## src/asp_pkg.sv

```systemverilog
// ----------------------------------------------------------------------------
// asp_pkg
// shared types, constants and the tone step table of the arcade port device
// ----------------------------------------------------------------------------
package asp_pkg;

  // tone slots
  localparam int SLOT_COUNT = 8;
  localparam int SLOT_W     = (SLOT_COUNT > 1) ? $clog2(SLOT_COUNT) : 1;

  // field widths
  localparam int OPCODE_W  = 2;
  localparam int PORT_W    = 8;
  localparam int DATA_W    = 8;
  localparam int BUTTONS_W = 5;
  localparam int SAMPLE_W  = 16;
  localparam int TONE_W    = 4;
  localparam int FRAMES_W  = 4;
  localparam int PHASE_W   = 32;
  localparam int SHIFT_W   = 16;
  localparam int AMT_W     = 3;
  localparam int AMP_W     = 15;

  // configuration port
  localparam int CFG_IDX_W  = 1;
  localparam int CFG_DATA_W = 15;
  localparam logic [CFG_IDX_W-1:0] CFG_BLIP_LENGTH    = 1'd0;
  localparam logic [CFG_IDX_W-1:0] CFG_TONE_AMPLITUDE = 1'd1;
  localparam logic [FRAMES_W-1:0]  BLIP_RESET         = 4'd4;
  localparam logic [AMP_W-1:0]     AMP_RESET          = 15'd8500;

  // i/o port addresses
  localparam logic [PORT_W-1:0] PORT_BUTTONS   = 8'd1;
  localparam logic [PORT_W-1:0] PORT_SHIFT_AMT = 8'd2;
  localparam logic [PORT_W-1:0] PORT_SHIFT_RD  = 8'd3;
  localparam logic [PORT_W-1:0] PORT_TONE_A    = 8'd3;
  localparam logic [PORT_W-1:0] PORT_SHIFT_WR  = 8'd4;
  localparam logic [PORT_W-1:0] PORT_TONE_B    = 8'd5;

  typedef enum logic [OPCODE_W-1:0] {
    OP_READ   = 2'd0,
    OP_WRITE  = 2'd1,
    OP_TICK   = 2'd2,
    OP_SAMPLE = 2'd3
  } asp_op_t;

  typedef enum logic [1:0] {
    ST_IDLE,
    ST_WALK,
    ST_DONE
  } asp_state_t;

  typedef enum logic [1:0] {
    WK_ALLOC,
    WK_AGE,
    WK_SAMPLE
  } asp_walk_t;

  // sequencer to slot unit
  typedef struct packed {
    logic              start;
    logic              step;
    asp_walk_t         kind;
    logic              bank;
    logic [SLOT_W-1:0] ptr;
  } asp_slot_cmd_t;

  // slot unit to sequencer
  typedef struct packed {
    logic hit;
    logic any_active;
  } asp_slot_stat_t;

  // round(f * 2^32 / 48000) for each tone
  localparam logic [PHASE_W-1:0] PHASE_STEP [16] = '{
    32'd10737418, 32'd23264406, 32'd46528812, 32'd8053064,
    32'd62634940, 32'd12526988, 32'd5368709,  32'd98426334,
    32'd16106127, 32'd8053064,  32'd28633115, 32'd42949673,
    32'd19685267, 32'd13421773, 32'd71582788, 32'd89478485
  };

endpackage

```

## src/asp_if.sv

```systemverilog
// ----------------------------------------------------------------------------
// asp_item_if / asp_result_if
// valid/ready channels for port items and their results
// ----------------------------------------------------------------------------
interface asp_item_if;
  import asp_pkg::*;

  logic                 valid;
  logic                 ready;
  logic [OPCODE_W-1:0]  opcode;
  logic [PORT_W-1:0]    port;
  logic [DATA_W-1:0]    data;
  logic [BUTTONS_W-1:0] buttons;

  modport source (output valid, opcode, port, data, buttons, input ready);
  modport sink   (input valid, opcode, port, data, buttons, output ready);
endinterface

interface asp_result_if;
  import asp_pkg::*;

  logic                       valid;
  logic                       ready;
  logic [DATA_W-1:0]          read_data;
  logic signed [SAMPLE_W-1:0] audio_sample;
  logic                       tone_active;

  modport source (output valid, read_data, audio_sample, tone_active, input ready);
  modport sink   (input valid, read_data, audio_sample, tone_active, output ready);
endinterface

```

## src/asp_slot_unit.sv

```systemverilog
// ----------------------------------------------------------------------------
// asp_slot_unit
// tone slot store with one shared slot update datapath and phase accumulator
// ----------------------------------------------------------------------------
module asp_slot_unit (
  input  logic                          clk,
  input  logic                          rst_n,
  input  asp_pkg::asp_slot_cmd_t        cmd,
  input  logic [asp_pkg::DATA_W-1:0]    tone_bits,
  input  logic [asp_pkg::FRAMES_W-1:0]  blip_length,
  input  logic [asp_pkg::AMP_W-1:0]     tone_amplitude,
  output asp_pkg::asp_slot_stat_t       stat,
  output logic signed [asp_pkg::SAMPLE_W-1:0] sample
);
  import asp_pkg::*;

  logic [TONE_W-1:0]   tone_r   [SLOT_COUNT];
  logic [FRAMES_W-1:0] frames_r [SLOT_COUNT];
  logic [DATA_W-1:0]   pend_r;
  logic                bank_r;
  logic [PHASE_W-1:0]  phase_r;
  logic [SAMPLE_W-1:0] sample_r;

  logic [FRAMES_W-1:0] cur_frames;
  logic                cur_busy;
  logic [2:0]          low_idx;
  logic [PHASE_W-1:0]  phase_sum;
  logic [SAMPLE_W-1:0] amp_ext;
  logic                any_busy;

  assign cur_frames = frames_r[cmd.ptr];
  assign cur_busy   = (cur_frames != '0);

  // lowest pending tone bit
  always_comb begin
    low_idx = '0;
    for (int b = DATA_W - 1; b >= 0; b--) begin
      if (pend_r[b]) begin
        low_idx = 3'(b);
      end
    end
  end

  always_comb begin
    any_busy = 1'b0;
    for (int i = 0; i < SLOT_COUNT; i++) begin
      any_busy = any_busy | (frames_r[i] != '0);
    end
  end

  assign phase_sum = phase_r + PHASE_STEP[tone_r[cmd.ptr]];
  assign amp_ext   = {1'b0, tone_amplitude};

  always_ff @(posedge clk) begin
    if (!rst_n) begin
      for (int i = 0; i < SLOT_COUNT; i++) begin
        frames_r[i] <= '0;
      end
      phase_r <= '0;
    end else if (cmd.step) begin
      case (cmd.kind)
        WK_ALLOC: begin
          if (!cur_busy && pend_r != '0 && blip_length != '0) begin
            frames_r[cmd.ptr] <= blip_length;
          end
        end
        WK_AGE: begin
          if (cur_busy) begin
            frames_r[cmd.ptr] <= cur_frames - 1'b1;
          end
        end
        WK_SAMPLE: begin
          if (cur_busy) begin
            phase_r <= phase_sum;
          end
        end
        default: begin
        end
      endcase
    end
  end

  // payload side, no reset
  always_ff @(posedge clk) begin
    if (cmd.start) begin
      pend_r   <= tone_bits;
      bank_r   <= cmd.bank;
      sample_r <= '0;
    end else if (cmd.step) begin
      if (cmd.kind == WK_ALLOC && !cur_busy && pend_r != '0) begin
        tone_r[cmd.ptr] <= {bank_r, low_idx};
        pend_r          <= pend_r & (pend_r - 1'b1);
      end
      if (cmd.kind == WK_SAMPLE && cur_busy) begin
        sample_r <= phase_sum[PHASE_W-1] ? (~amp_ext + 1'b1) : amp_ext;
      end
    end
  end

  assign stat.hit        = cur_busy;
  assign stat.any_active = any_busy;
  assign sample          = sample_r;

  a_age_no_grow: assert property (@(posedge clk) disable iff (!rst_n)
    (cmd.step && cmd.kind == WK_AGE) |=>
      (frames_r[$past(cmd.ptr)] <= $past(frames_r[cmd.ptr])))
    else $error("age step grew a slot");

  a_sample_keeps_slots: assert property (@(posedge clk) disable iff (!rst_n)
    (cmd.step && cmd.kind == WK_SAMPLE) |=> $stable(any_busy))
    else $error("sample step changed slot occupancy");

endmodule

```

## src/asp_ctrl.sv

```systemverilog
// ----------------------------------------------------------------------------
// asp_ctrl
// sequencer that walks the tone slots for allocate, age and sample items
// ----------------------------------------------------------------------------
module asp_ctrl (
  input  logic                          clk,
  input  logic                          rst_n,
  input  logic                          in_valid,
  input  logic [asp_pkg::OPCODE_W-1:0]  in_opcode,
  input  logic [asp_pkg::PORT_W-1:0]    in_port,
  input  asp_pkg::asp_slot_stat_t       stat,
  input  logic                          out_free,
  output logic                          in_ready,
  output logic                          commit,
  output asp_pkg::asp_slot_cmd_t        cmd
);
  import asp_pkg::*;

  localparam logic [SLOT_W-1:0] LAST_SLOT = SLOT_W'(SLOT_COUNT - 1);

  asp_state_t        state_r, state_nxt;
  asp_walk_t         kind_r, kind_nxt;
  logic [SLOT_W-1:0] ptr_r, ptr_nxt;

  asp_op_t op;
  logic    accept;
  logic    is_tone;
  logic    needs_walk;
  logic    walk_end;

  assign op         = asp_op_t'(in_opcode);
  assign accept     = in_valid && in_ready;
  assign is_tone    = (in_port == PORT_TONE_A) || (in_port == PORT_TONE_B);
  assign needs_walk = (op == OP_TICK) || (op == OP_SAMPLE) || (op == OP_WRITE && is_tone);
  assign walk_end   = (ptr_r == LAST_SLOT) || (kind_r == WK_SAMPLE && stat.hit);

  always_comb begin
    case (op)
      OP_TICK:   kind_nxt = WK_AGE;
      OP_SAMPLE: kind_nxt = WK_SAMPLE;
      default:   kind_nxt = WK_ALLOC;
    endcase
    if (state_r != ST_IDLE) begin
      kind_nxt = kind_r;
    end
  end

  // next state
  always_comb begin
    state_nxt = state_r;
    ptr_nxt   = ptr_r;
    case (state_r)
      ST_IDLE: begin
        ptr_nxt = '0;
        if (accept) begin
          state_nxt = needs_walk ? ST_WALK : ST_DONE;
        end
      end
      ST_WALK: begin
        if (walk_end) begin
          state_nxt = ST_DONE;
        end else begin
          ptr_nxt = ptr_r + 1'b1;
        end
      end
      ST_DONE: begin
        if (out_free) begin
          state_nxt = ST_IDLE;
        end
      end
      default: state_nxt = ST_IDLE;
    endcase
  end

  // outputs
  always_comb begin
    in_ready  = 1'b0;
    commit    = 1'b0;
    cmd.start = 1'b0;
    cmd.step  = 1'b0;
    cmd.kind  = kind_r;
    cmd.bank  = (in_port == PORT_TONE_B);
    cmd.ptr   = ptr_r;
    case (state_r)
      ST_IDLE: begin
        in_ready  = 1'b1;
        cmd.start = in_valid;
      end
      ST_WALK: cmd.step = 1'b1;
      ST_DONE: commit = out_free;
      default: begin
      end
    endcase
  end

  always_ff @(posedge clk) begin
    if (!rst_n) begin
      state_r <= ST_IDLE;
      kind_r  <= WK_ALLOC;
      ptr_r   <= '0;
    end else begin
      state_r <= state_nxt;
      kind_r  <= kind_nxt;
      ptr_r   <= ptr_nxt;
    end
  end

  a_busy_after_accept: assert property (@(posedge clk) disable iff (!rst_n)
    accept |=> (state_r != ST_IDLE))
    else $error("sequencer idle right after a transfer");

  a_walk_in_range: assert property (@(posedge clk) disable iff (!rst_n)
    (state_r == ST_WALK) |-> (ptr_r <= LAST_SLOT))
    else $error("slot pointer past last slot");

endmodule

```

## src/arcade_shift_sound_port_device.sv

```systemverilog
// ----------------------------------------------------------------------------
// arcade_shift_sound_port_device
// i/o port block: buttons, byte shift register, tone slots and tone generator
// ----------------------------------------------------------------------------
// One item at a time. A port read or a write to any port other than the two
// tone ports goes from idle straight to the done state and back to idle.
// A tone write (ports 3 and 5, whatever its data) and a frame tick walk every
// tone slot through one shared slot datapath, one slot a cycle. A sample
// request walks only up to the first active slot, where the one phase adder
// steps the accumulator, and walks every slot when no slot is active. Each
// result waits in an output register, so the next item is taken while the last
// result is still unclaimed; the sequencer holds only when a finished result
// finds that register full. Configuration writes land at once on cfg_we.
module arcade_shift_sound_port_device (
  input  logic                              clk,
  input  logic                              rst_n,
  asp_item_if.sink                          in_item,
  asp_result_if.source                      out_result,
  input  logic                              cfg_we,
  input  logic [asp_pkg::CFG_IDX_W-1:0]     cfg_index,
  input  logic [asp_pkg::CFG_DATA_W-1:0]    cfg_wdata
);
  import asp_pkg::*;

  // configuration
  logic [FRAMES_W-1:0] blip_length_r;
  logic [AMP_W-1:0]    tone_amplitude_r;

  // shift register hardware
  logic [SHIFT_W-1:0]  shift_value_r;
  logic [AMT_W-1:0]    shift_amount_r;
  logic [SHIFT_W-1:0]  shift_window;

  // held read byte of the item in flight
  logic [DATA_W-1:0]   rd_hold_r;
  logic [DATA_W-1:0]   rd_nxt;
  logic [DATA_W-1:0]   button_byte;

  // output register
  logic                       out_valid_r;
  logic [DATA_W-1:0]          out_read_data_r;
  logic signed [SAMPLE_W-1:0] out_audio_sample_r;
  logic                       out_tone_active_r;

  logic                       in_ready;
  logic                       in_fire;
  logic                       out_free;
  logic                       commit;
  asp_slot_cmd_t              slot_cmd;
  asp_slot_stat_t             slot_stat;
  logic signed [SAMPLE_W-1:0] slot_sample;
  asp_op_t                    op;

  assign op       = asp_op_t'(in_item.opcode);
  assign in_fire  = in_item.valid && in_ready;
  assign out_free = !out_valid_r || out_result.ready;
  assign in_item.ready = in_ready;

  // configuration writes
  always_ff @(posedge clk) begin
    if (!rst_n) begin
      blip_length_r    <= BLIP_RESET;
      tone_amplitude_r <= AMP_RESET;
    end else if (cfg_we) begin
      case (cfg_index)
        CFG_BLIP_LENGTH:    blip_length_r    <= cfg_wdata[FRAMES_W-1:0];
        CFG_TONE_AMPLITUDE: tone_amplitude_r <= cfg_wdata[AMP_W-1:0];
        default: begin
        end
      endcase
    end
  end

  // button port: coin, start, fire, left, right onto their board bits
  always_comb begin
    button_byte    = '0;
    button_byte[0] = in_item.buttons[4];
    button_byte[2] = in_item.buttons[3];
    button_byte[4] = in_item.buttons[2];
    button_byte[5] = in_item.buttons[0];
    button_byte[6] = in_item.buttons[1];
  end

  // shifted window: shift amount 0 gives the high byte, 7 the bits 8..1
  assign shift_window = shift_value_r >> (4'd8 - {1'b0, shift_amount_r});

  always_comb begin
    rd_nxt = '0;
    if (op == OP_READ) begin
      if (in_item.port == PORT_BUTTONS) begin
        rd_nxt = button_byte;
      end else if (in_item.port == PORT_SHIFT_RD) begin
        rd_nxt = shift_window[DATA_W-1:0];
      end
    end
  end

  // shift register writes take effect at the input transfer
  always_ff @(posedge clk) begin
    if (!rst_n) begin
      shift_value_r  <= '0;
      shift_amount_r <= '0;
    end else if (in_fire && op == OP_WRITE) begin
      if (in_item.port == PORT_SHIFT_AMT) begin
        shift_amount_r <= in_item.data[AMT_W-1:0];
      end else if (in_item.port == PORT_SHIFT_WR) begin
        shift_value_r <= {in_item.data, shift_value_r[SHIFT_W-1:DATA_W]};
      end
    end
  end

  always_ff @(posedge clk) begin
    if (in_fire) begin
      rd_hold_r <= rd_nxt;
    end
  end

  asp_ctrl u_ctrl (
    .clk       (clk),
    .rst_n     (rst_n),
    .in_valid  (in_item.valid),
    .in_opcode (in_item.opcode),
    .in_port   (in_item.port),
    .stat      (slot_stat),
    .out_free  (out_free),
    .in_ready  (in_ready),
    .commit    (commit),
    .cmd       (slot_cmd)
  );

  asp_slot_unit u_slots (
    .clk            (clk),
    .rst_n          (rst_n),
    .cmd            (slot_cmd),
    .tone_bits      (in_item.data),
    .blip_length    (blip_length_r),
    .tone_amplitude (tone_amplitude_r),
    .stat           (slot_stat),
    .sample         (slot_sample)
  );

  // output register, loaded when the sequencer finishes an item
  always_ff @(posedge clk) begin
    if (!rst_n) begin
      out_valid_r <= 1'b0;
    end else if (commit) begin
      out_valid_r <= 1'b1;
    end else if (out_result.ready) begin
      out_valid_r <= 1'b0;
    end
  end

  always_ff @(posedge clk) begin
    if (commit) begin
      out_read_data_r    <= rd_hold_r;
      out_audio_sample_r <= slot_sample;
      out_tone_active_r  <= slot_stat.any_active;
    end
  end

  assign out_result.valid        = out_valid_r;
  assign out_result.read_data    = out_read_data_r;
  assign out_result.audio_sample = out_audio_sample_r;
  assign out_result.tone_active  = out_tone_active_r;

  a_commit_has_room: assert property (@(posedge clk) disable iff (!rst_n)
    commit |-> out_free)
    else $error("result loaded over an unclaimed transfer");

  a_sample_needs_tone: assert property (@(posedge clk) disable iff (!rst_n)
    (out_valid_r && out_audio_sample_r != '0) |-> out_tone_active_r)
    else $error("audio sample with no active tone");

endmodule

```

## src/flat_wrapper.sv

```systemverilog
// flat-port wrapper written by rule: the top's interface ports become plain ports
module arcade_shift_sound_port_device_flat import asp_pkg::*;
  (clk, rst_n, cfg_we, cfg_index, cfg_wdata, in_item_valid, in_item_opcode, in_item_port, in_item_data, in_item_buttons, in_item_ready, out_result_valid, out_result_read_data, out_result_audio_sample, out_result_tone_active, out_result_ready);
  asp_item_if in_item_i ();
  asp_result_if out_result_i ();
  input  logic clk;
  input  logic rst_n;
  input  logic cfg_we;
  input  logic [asp_pkg::CFG_IDX_W-1:0] cfg_index;
  input  logic [asp_pkg::CFG_DATA_W-1:0] cfg_wdata;
  input wire logic [$bits(in_item_i.valid)-1:0] in_item_valid;
  input wire logic [$bits(in_item_i.opcode)-1:0] in_item_opcode;
  input wire logic [$bits(in_item_i.port)-1:0] in_item_port;
  input wire logic [$bits(in_item_i.data)-1:0] in_item_data;
  input wire logic [$bits(in_item_i.buttons)-1:0] in_item_buttons;
  output wire logic [$bits(in_item_i.ready)-1:0] in_item_ready;
  output wire logic [$bits(out_result_i.valid)-1:0] out_result_valid;
  output wire logic [$bits(out_result_i.read_data)-1:0] out_result_read_data;
  output wire logic [$bits(out_result_i.audio_sample)-1:0] out_result_audio_sample;
  output wire logic [$bits(out_result_i.tone_active)-1:0] out_result_tone_active;
  input wire logic [$bits(out_result_i.ready)-1:0] out_result_ready;
  assign in_item_i.valid = in_item_valid;
  assign in_item_i.opcode = in_item_opcode;
  assign in_item_i.port = in_item_port;
  assign in_item_i.data = in_item_data;
  assign in_item_i.buttons = in_item_buttons;
  assign in_item_ready = in_item_i.ready;
  assign out_result_valid = out_result_i.valid;
  assign out_result_read_data = out_result_i.read_data;
  assign out_result_audio_sample = out_result_i.audio_sample;
  assign out_result_tone_active = out_result_i.tone_active;
  assign out_result_i.ready = out_result_ready;
  arcade_shift_sound_port_device u_core (.clk(clk), .rst_n(rst_n), .in_item(in_item_i), .out_result(out_result_i), .cfg_we(cfg_we), .cfg_index(cfg_index), .cfg_wdata(cfg_wdata));
endmodule
```

## config.mk

```make
export PLATFORM = sky130hd
export DESIGN_NAME = arcade_shift_sound_port_device_flat
export DESIGN_NICKNAME = d
export VERILOG_FILES = /design/src/asp_pkg.sv /design/src/asp_if.sv /design/src/asp_slot_unit.sv /design/src/asp_ctrl.sv /design/src/arcade_shift_sound_port_device.sv /design/src/flat_wrapper.sv
export SDC_FILE = /design/constraint.sdc
export NUM_CORES = 1
export LEC_CHECK = 0
export BUFFER_PORTS_ARGS = -buffer_cell sky130_fd_sc_hd__clkbuf_2
export CORE_MARGIN = 10
export CORE_UTILIZATION = 40
export DETAILED_ROUTE_END_ITERATION = 10
export HOLD_SLACK_MARGIN = 0.08
export PLACE_DENSITY = 0.59
export SLEW_MARGIN = 25
export SYNTH_ARGS = -nofsm -noshare
export SYNTH_HDL_FRONTEND = slang
export SYNTH_HIERARCHICAL = 1
export SYNTH_SLANG_ARGS = --single-unit
```

## constraint.sdc

```tcl
create_clock -name clk -period 6 [get_ports clk]
set_clock_uncertainty 0.05 [all_clocks]
set_input_delay 0.3 -clock clk [delete_from_list [all_inputs] [get_ports clk]]
set_output_delay 0.3 -clock clk [all_outputs]
set_load 0.01 [all_outputs]
```

==> impl_metrics.csv, run 1 <==
group,metric,value,unit
timing,fin_crit_sh,91.48,%
layout,fill_cells,2690,
placed_design,dpl.hpwl,20650,µm
global_route,grt_pass1_vias,8667,
timing,layout_min_cycle_time,5489,ps
timing,finalHoldViolCount,0,
clocking,ctsHoldBuffers,20,
power_and_ir_drop,powerDensity,236.5,mW/mm²
yosys,synthTopCellsByCount,"nand2_1 (175), edfxtp_1 (106), nor2_1 (105)",
floorplan,start_util,40.57,%
power_and_ir_drop,power_leakage,0.004794,µW
clocking,clk_path_buf_depth,2,
timing,clock.fmax,182.2,MHz
run_status,status,"finished, final reports clean",
timing,setup_viol,0,
layout,design_area,0.01271,mm²
yosys,synthTopCellsByArea,"edfxtp_1 (28%), dfxtp_1 (17%), nand2_1 (5.8%), ha_1 (4.6%), nor2_1 (3.5%)",
critical_path,critPathLaunchType,"flip-flop",
routing,avgRoutedWirePerCell,17.67,µm
placed_design,place_inst,1580,
global_route,grt_pass1_wl,47060,µm
clocking,clock-sinks,200,
critical_path,cp_cell_sequence,"mux2i_1, o32ai_1, nor2_1, buf_4, inv_1, ha_1, nor2_1, o31ai_1, ha_1, a211o_1, a2111o_1, a31oi_1, a21oi_1, nor3_1, nor3_2, buf_4, or4b_2, nand3_1",
critical_path,required,6330,ps
critical_path,slowest_stage,"dfxtp_1",
floorplan,fp.dieW,188.1,µm
routing,drt-initial-drc-count,598,
clocking,ctsResizeCount,0,
layout,multi_input_area,0.005794,mm²
clocking,cts_tree,"built",
critical_path,path_buf_inv,3,
routing,firstDrtPassIters,7,
timing,worst_pin_slew,1020,ps
critical_path,end_kind,"flip-flop",
critical_path,critical_path_class,"flip-flop to flip-flop",
clocking,cts.clk_slew.worst_paths,80,ps
routing,num_vias,8996,
routing,drtAntennaViolNets,0,
critical_path,cp_max_fo,28,
yosys,ys_types,94,
layout,area.sequential,0.005066,mm²
yosys,synth_fp_nets,1272,
job,maxCapViolCount,0,
clocking,insertion_delay,440,ps
yosys,yosysTopAreaCell,"edfxtp_1",
layout,stdcell_count,1633,
critical_path,cp.arrival,5820,ps
placed_design,gp_congestion,0.8560,
yosys,postSynthCellCount,1185,
layout,final_core_util,45.61,%
layout,post_route_cells_drive_above_1_share,13.24,%
placed_design,io_buffers,70,
yosys,synth_edf_count,106,
global_route,grt_max_degree,67,
timing,drv_slew,0,
global_route,grt_use_total,16.24,%
timing,tns,0,ps
yosys,synth_top_area_share,28.16,%
yosys,yosysSeqAreaShare,44.81,%
floorplan,fp-row-count,61,
clocking,htree_levels,4,
yosys,synth-seq-cells,200,
yosys,syn_avg_cell_area,9.539,µm²
yosys,synth_ff_type,"edfxtp_1",
routing,drc_errors,0,
yosys,yosysMostFrequentCell,"nand2_1",
yosys,yosys_warnings,6,
critical_path,critical_path.max_stage_delay,790,ps
clocking,cts_inserted_buffers,17,
timing,max_slew_margin,31.37,%
global_route,antenna_found_initial,0,
floorplan,die_h,188.1,µm
floorplan,core,0.02786,mm²
power_and_ir_drop,ir_worst_vdd,0.0001806,V
floorplan,ios,71,
layout,finalNetCount,1328,
placed_design,place_area,0.01193,mm²
critical_path,crit_family,"compound AO/OA/AOI/OAI gates",
min_path,hp-class,"primary input to flip-flop",
yosys,syn_area,0.01130,mm²
power_and_ir_drop,p_total,3005,µW
timing,grt_setup_unrepaired,"no",
yosys,ys_async_sr_fraction,0,%
routing,viasPerCell,5.509,
clocking,clock-root-buffer,"clkbuf_16",
floorplan,die_area,0.03538,mm²
global_route,overflow,0,
clocking,postCtsSetupRepairBufs,0,
routing,drt-total-wl,28860,µm
layout,area_delta_synth_final,12.42,%
-- path summary, 6_finish.rpt --
check,from,to,slack [ps],cells after the start
setup / recovery,u_core/u_ctrl/ptr_r[0],u_core/u_slots/sample[12],510,18
hold / removal,in_item_data[0],u_core/shift_value_r[8],100,3
setup reg to reg,u_core/u_ctrl/ptr_r[0],u_core/u_slots/sample[12],510,18
hold reg to reg,u_core/rd_hold_r[2],u_core/out_result.read_data[2],380,0
-- per-layer routing --
| metal | global-route usage, % | up-vias | routed length (µm) |
|---|---|---|---|
| met5 | 0 | - | 0 |
| met4 | 4.246 | 0 | 423 |
| met3 | 3.024 | 25 | 1213 |
| met2 | 27.03 | 225 | 14090 |
| met1 | 21.13 | 4289 | 13120 |
| li1 | - | 4457 | - |
-- worst reg2reg max path, stage by stage (launching register included) --
cell and delay, ps:
dfxtp_1 790, mux2i_1 180, o32ai_1 290, nor2_1 90, buf_4 180, inv_1 150, ha_1 380, nor2_1 90
o31ai_1 390, ha_1 320, a211o_1 280, a2111o_1 390, a31oi_1 370, a21oi_1 210, nor3_1 260, nor3_2 80
buf_4 210, or4b_2 650, nand3_1 80
-- power breakdown --
part / total, µW / internal [µW] / switching, µW
combinational: 343 / 131 / 212
sequential: 1530 / 1490 / 37.4
clock: 1130 / 555 / 580
total: 3010 / 2180 / 830
-- through the flow --
stage               hold slack [ps]  setup WS (ps)
floorplan                     350.3          587.6
global placement              350.0          632.1
detailed placement            357.2          579.2
CTS                           86.64          525.4
global route                  104.2          61.00
finish                        101.1          511.3
-- registers in the layout, summed over array words and instances, names as in the netlist, 15 cells and up --
register	flops
u_core/u_slots/frames_r	32
u_core/u_slots/phase_r	32
u_core/shift_value_r	16
u_core/u_slots/tone_r	32
u_core/out_result.audio_sample	16
u_core/tone_amplitude_r	15
u_core/u_slots/sample	16
-- area by class of cell --
class | count | share of cell area, %
Antenna cell | 1 | 0.01969
Clock buffer | 17 | 3.348
Clock inverter | 15 | 1.191
Inverter | 27 | 0.7976
Multi-Input combinational cell | 886 | 45.60
Sequential cell | 200 | 39.87
Tap cell | 378 | 3.722
Timing Repair Buffer | 109 | 5.455
-- placed cells by master (no fill, tap or decap), types with 17 or more instances in the layout --
master | netlist | final
a21boi_0 | 28 | 28
a21oi_1 | 54 | 54
and2_1 | 21 | 21
buf_4 | 5 | 19
clkbuf_16 | 0 | 17
clkbuf_2 | 1 | 69
dfxtp_1 | 94 | 93
dlygate4sd3_1 | 0 | 20
edfxtp_1 | 106 | 106
ha_1 | 42 | 42
inv_1 | 26 | 26
mux2i_1 | 34 | 34
nand2_1 | 175 | 175
nand3_1 | 38 | 37
nor2_1 | 105 | 105
nor3_1 | 21 | 21
o21ai_0 | 72 | 72
or3_1 | 19 | 19
-- kinds of logic (layout without fill, tap and decap cells) --
group	Yosys count	count (layout)	share of synthesized area, %
and+or+nand+nor	472	472	20.32
AOI/OAI and AO/OA	287	287	17.00
muxes	56	56	6.697
xor gates and xnor gates	28	28	2.236
DFF	200	200	44.81
buffers and inverters	99	168	4.107
adders and majority gates	43	43	4.826
other	0	1	0
Note: power is estimated with default switching activity, not from simulation.
==> run 2: changes to the inputs <==
--- a/config.mk
+++ b/config.mk
@@ -6,7 +6,7 @@
 export NUM_CORES = 1
 export LEC_CHECK = 0
 export BUFFER_PORTS_ARGS = -buffer_cell sky130_fd_sc_hd__clkbuf_2
-export CORE_MARGIN = 10
+export CORE_MARGIN = 5
 export CORE_UTILIZATION = 40
 export DETAILED_ROUTE_END_ITERATION = 10
 export HOLD_SLACK_MARGIN = 0.08
==> impl_metrics.csv, run 2 (synthesis gave the netlist of run 1 again) <==
group,metric,value,unit
run_status,status,"finished, final reports clean",
timing,finalHoldViolCount,0,
floorplan,fp.dieW,178.1,µm
power_and_ir_drop,ir_worst_vdd,0.0001868,V
layout,finalNetCount,1328,
timing,worst_pin_slew,996.0,ps
min_path,hp-start,"in_item_data[0]",
power_and_ir_drop,power_leakage,0.004834,µW
routing,num_vias,8988,
timing,fin_crit_sh,89.89,%
placed_design,pre_cts_ws,731.8,ps
routing,drtAntennaViolNets,0,
floorplan,die_h,178.1,µm
critical_path,slowest_stage,"or4b_2",
clocking,insertion_delay,440,ps
global_route,overflow,0,
min_path,hold_end,"u_core/shift_value_r[8]",
routing,firstDrtPassIters,5,
clocking,cts_inserted_buffers,17,
global_route,grt_pass1_vias,8758,
floorplan,core,0.02786,mm²
critical_path,cp_max_fo,28,
floorplan,ios,71,
critical_path,rrSetupSlack,610,ps
layout,area_delta_synth_final,13.15,%
global_route,grt_max_degree,84,
critical_path,required,6340,ps
global_route,antenna_found_initial,0,
critical_path,cp.arrival,5730,ps
timing,tns,0,ps
floorplan,die_area,0.03172,mm²
routing,drc_errors,0,
placed_design,io_buffers,70,
critical_path,worstReg2RegStart,"u_core/u_ctrl/ptr_r[2]",
layout,post_route_cells_drive_above_1_share,13.16,%
critical_path,critical_path.max_stage_delay,650,ps
timing,clock.fmax,185.4,MHz
clocking,clk_path_buf_depth,2,
critical_path,r2r_end,"u_core/u_slots/sample[12]",
placed_design,gp_congestion,0.9067,
clocking,clock-sinks,200,
critical_path,end_kind,"flip-flop",
layout,diodes,0,
floorplan,fp-row-count,61,
min_path,hp-class,"primary input to flip-flop",
min_path,whs_path_depth,3,
timing,max_slew_margin,32.99,%
timing,finalWorstSetupSlack,606.3,ps
critical_path,cp_cell_sequence,"buf_4, nand2_1, o32ai_1, nor2_1, inv_1, ha_1, nor2_1, o31ai_1, ha_1, a211o_1, a2111o_1, a31oi_1, a21oi_1, nor3_1, nor3_2, buf_4, or4b_2, nand3_1",
timing,layout_min_cycle_time,5394,ps
layout,largestRegisters,"u_core/u_slots/frames_r (32), u_core/u_slots/phase_r (32), u_core/u_slots/tone_r (32)",
clocking,postCtsSetupRepairBufs,0,
critical_path,path_buf_inv,3,
timing,setup_viol,0,
clocking,cts.clk_slew.worst_paths,90,ps
clocking,cts_tree,"built",
critical_path,rr_worst_depth,18,
timing,grt_setup_unrepaired,"no",
power_and_ir_drop,powerDensity,246.0,mW/mm²
critical_path,critical_path_class,"flip-flop to flip-flop",
critical_path,critPathLaunchType,"flip-flop",
critical_path,crit_family,"compound AO/OA/AOI/OAI gates",
layout,layout.cells.most_common_list,"nand2_1 (175), edfxtp_1 (106), nor2_1 (105), dfxtp_1 (93), o21ai_0 (72)",
routing,drt-initial-drc-count,582,
placed_design,dpl.hpwl,20190,µm
layout,layout_commonest_cell,"nand2_1",
timing,drv_slew,0,
global_route,grt_use_total,18.02,%
clocking,clock-root-buffer,"clkbuf_16",
global_route,grt_pass1_wl,45890,µm
floorplan,start_util,40.57,%
clocking,htree_levels,4,
routing,drt-total-wl,27930,µm
routing,avgRoutedWirePerCell,17.11,µm
job,maxCapViolCount,0,
routing,viasPerCell,5.507,
-- run 2: cell count changes in the layout (fill, tap and decap cells not counted), moves of 2 or more --
cell,previous run,this run
inv_12,0,7
inv_16,0,4
clkinv_4,2,0
clkinv_8,3,1
inv_6,4,2
inv_8,3,1
-- run 2: worst max path at each step --
stage,from,endpoint,slack [ps],cells after the start
final,u_core/u_ctrl/ptr_r[2],u_core/u_slots/sample[12],610,18
after global placement,u_core/u_ctrl/ptr_r[2],u_core/u_slots/sample[12],800,18
after CTS,u_core/u_ctrl/ptr_r[2],u_core/u_slots/sample[12],700,18
after detailed placement,u_core/u_ctrl/ptr_r[2],u_core/u_slots/sample[12],730,18
after floorplan,u_core/u_ctrl/ptr_r[0],u_core/u_slots/sample[11],590,20
after global routing,u_core/u_ctrl/ptr_r[2],u_core/u_slots/sample[4],210,18
-- run 2: area by class of cell --
cell class,instances,area [µm²]
sequential,200,5066
timing repair buffer,109,695.7
multi-input combinational,886,5789
clock inverter,15,239.0
tap,378,473.0
fill,2670,15070
clock buffer,17,425.4
inverter,27,101.3
-- run 2: what timing repair did --
item                                   in CTS  in global routing
endpoints found under the hold margin      22                  0
gates resized for setup                     0                  0
hold buffers                               21                  0
-- run 2: worst reg2reg max path, delay by kind of cell, from the launching register on --
kind / cells / cell delay (ps)
buf+inv: 3 / 700
fa+ha+maj: 2 / 740
flops: 1 / 560
simple gates: 7 / 1410
compound gates: 6 / 1890
-- run 2: power breakdown --
part | total, µW | internal [µW] | leakage [µW] | switching [µW]
sequential | 1530 | 1490 | 0.00178 | 35.2
combinational | 343 | 130 | 0.00273 | 213
clock | 1280 | 610 | 0.000322 | 667
-- run 2: per-stage QoR --
stage	hold slack (ps)	total power, µW	std cells	instance area [µm²]	util [%]
2_1_floorplan	350.3	1780	1185	11300	-
3_3_place_gp	353.1	1886	1579	11920	42.77
3_5_place_dp	357.7	1889	1579	11920	42.77
4_1_cts	82.35	3176	1632	12790	45.91
5_1_grt	87.54	3277	1632	12790	45.91
6_report	102.5	3146	1632	12790	45.91
-- run 2: per-layer routing --
layer / wire length (µm) / vias up / track usage (%)
li1: - / 4470 / -
met1: 12930 / 4274 / 23.87
met2: 13610 / 216 / 30.88
met3: 1019 / 28 / 3.179
met4: 377 / 0 / 4.061
met5: 0 / - / 0
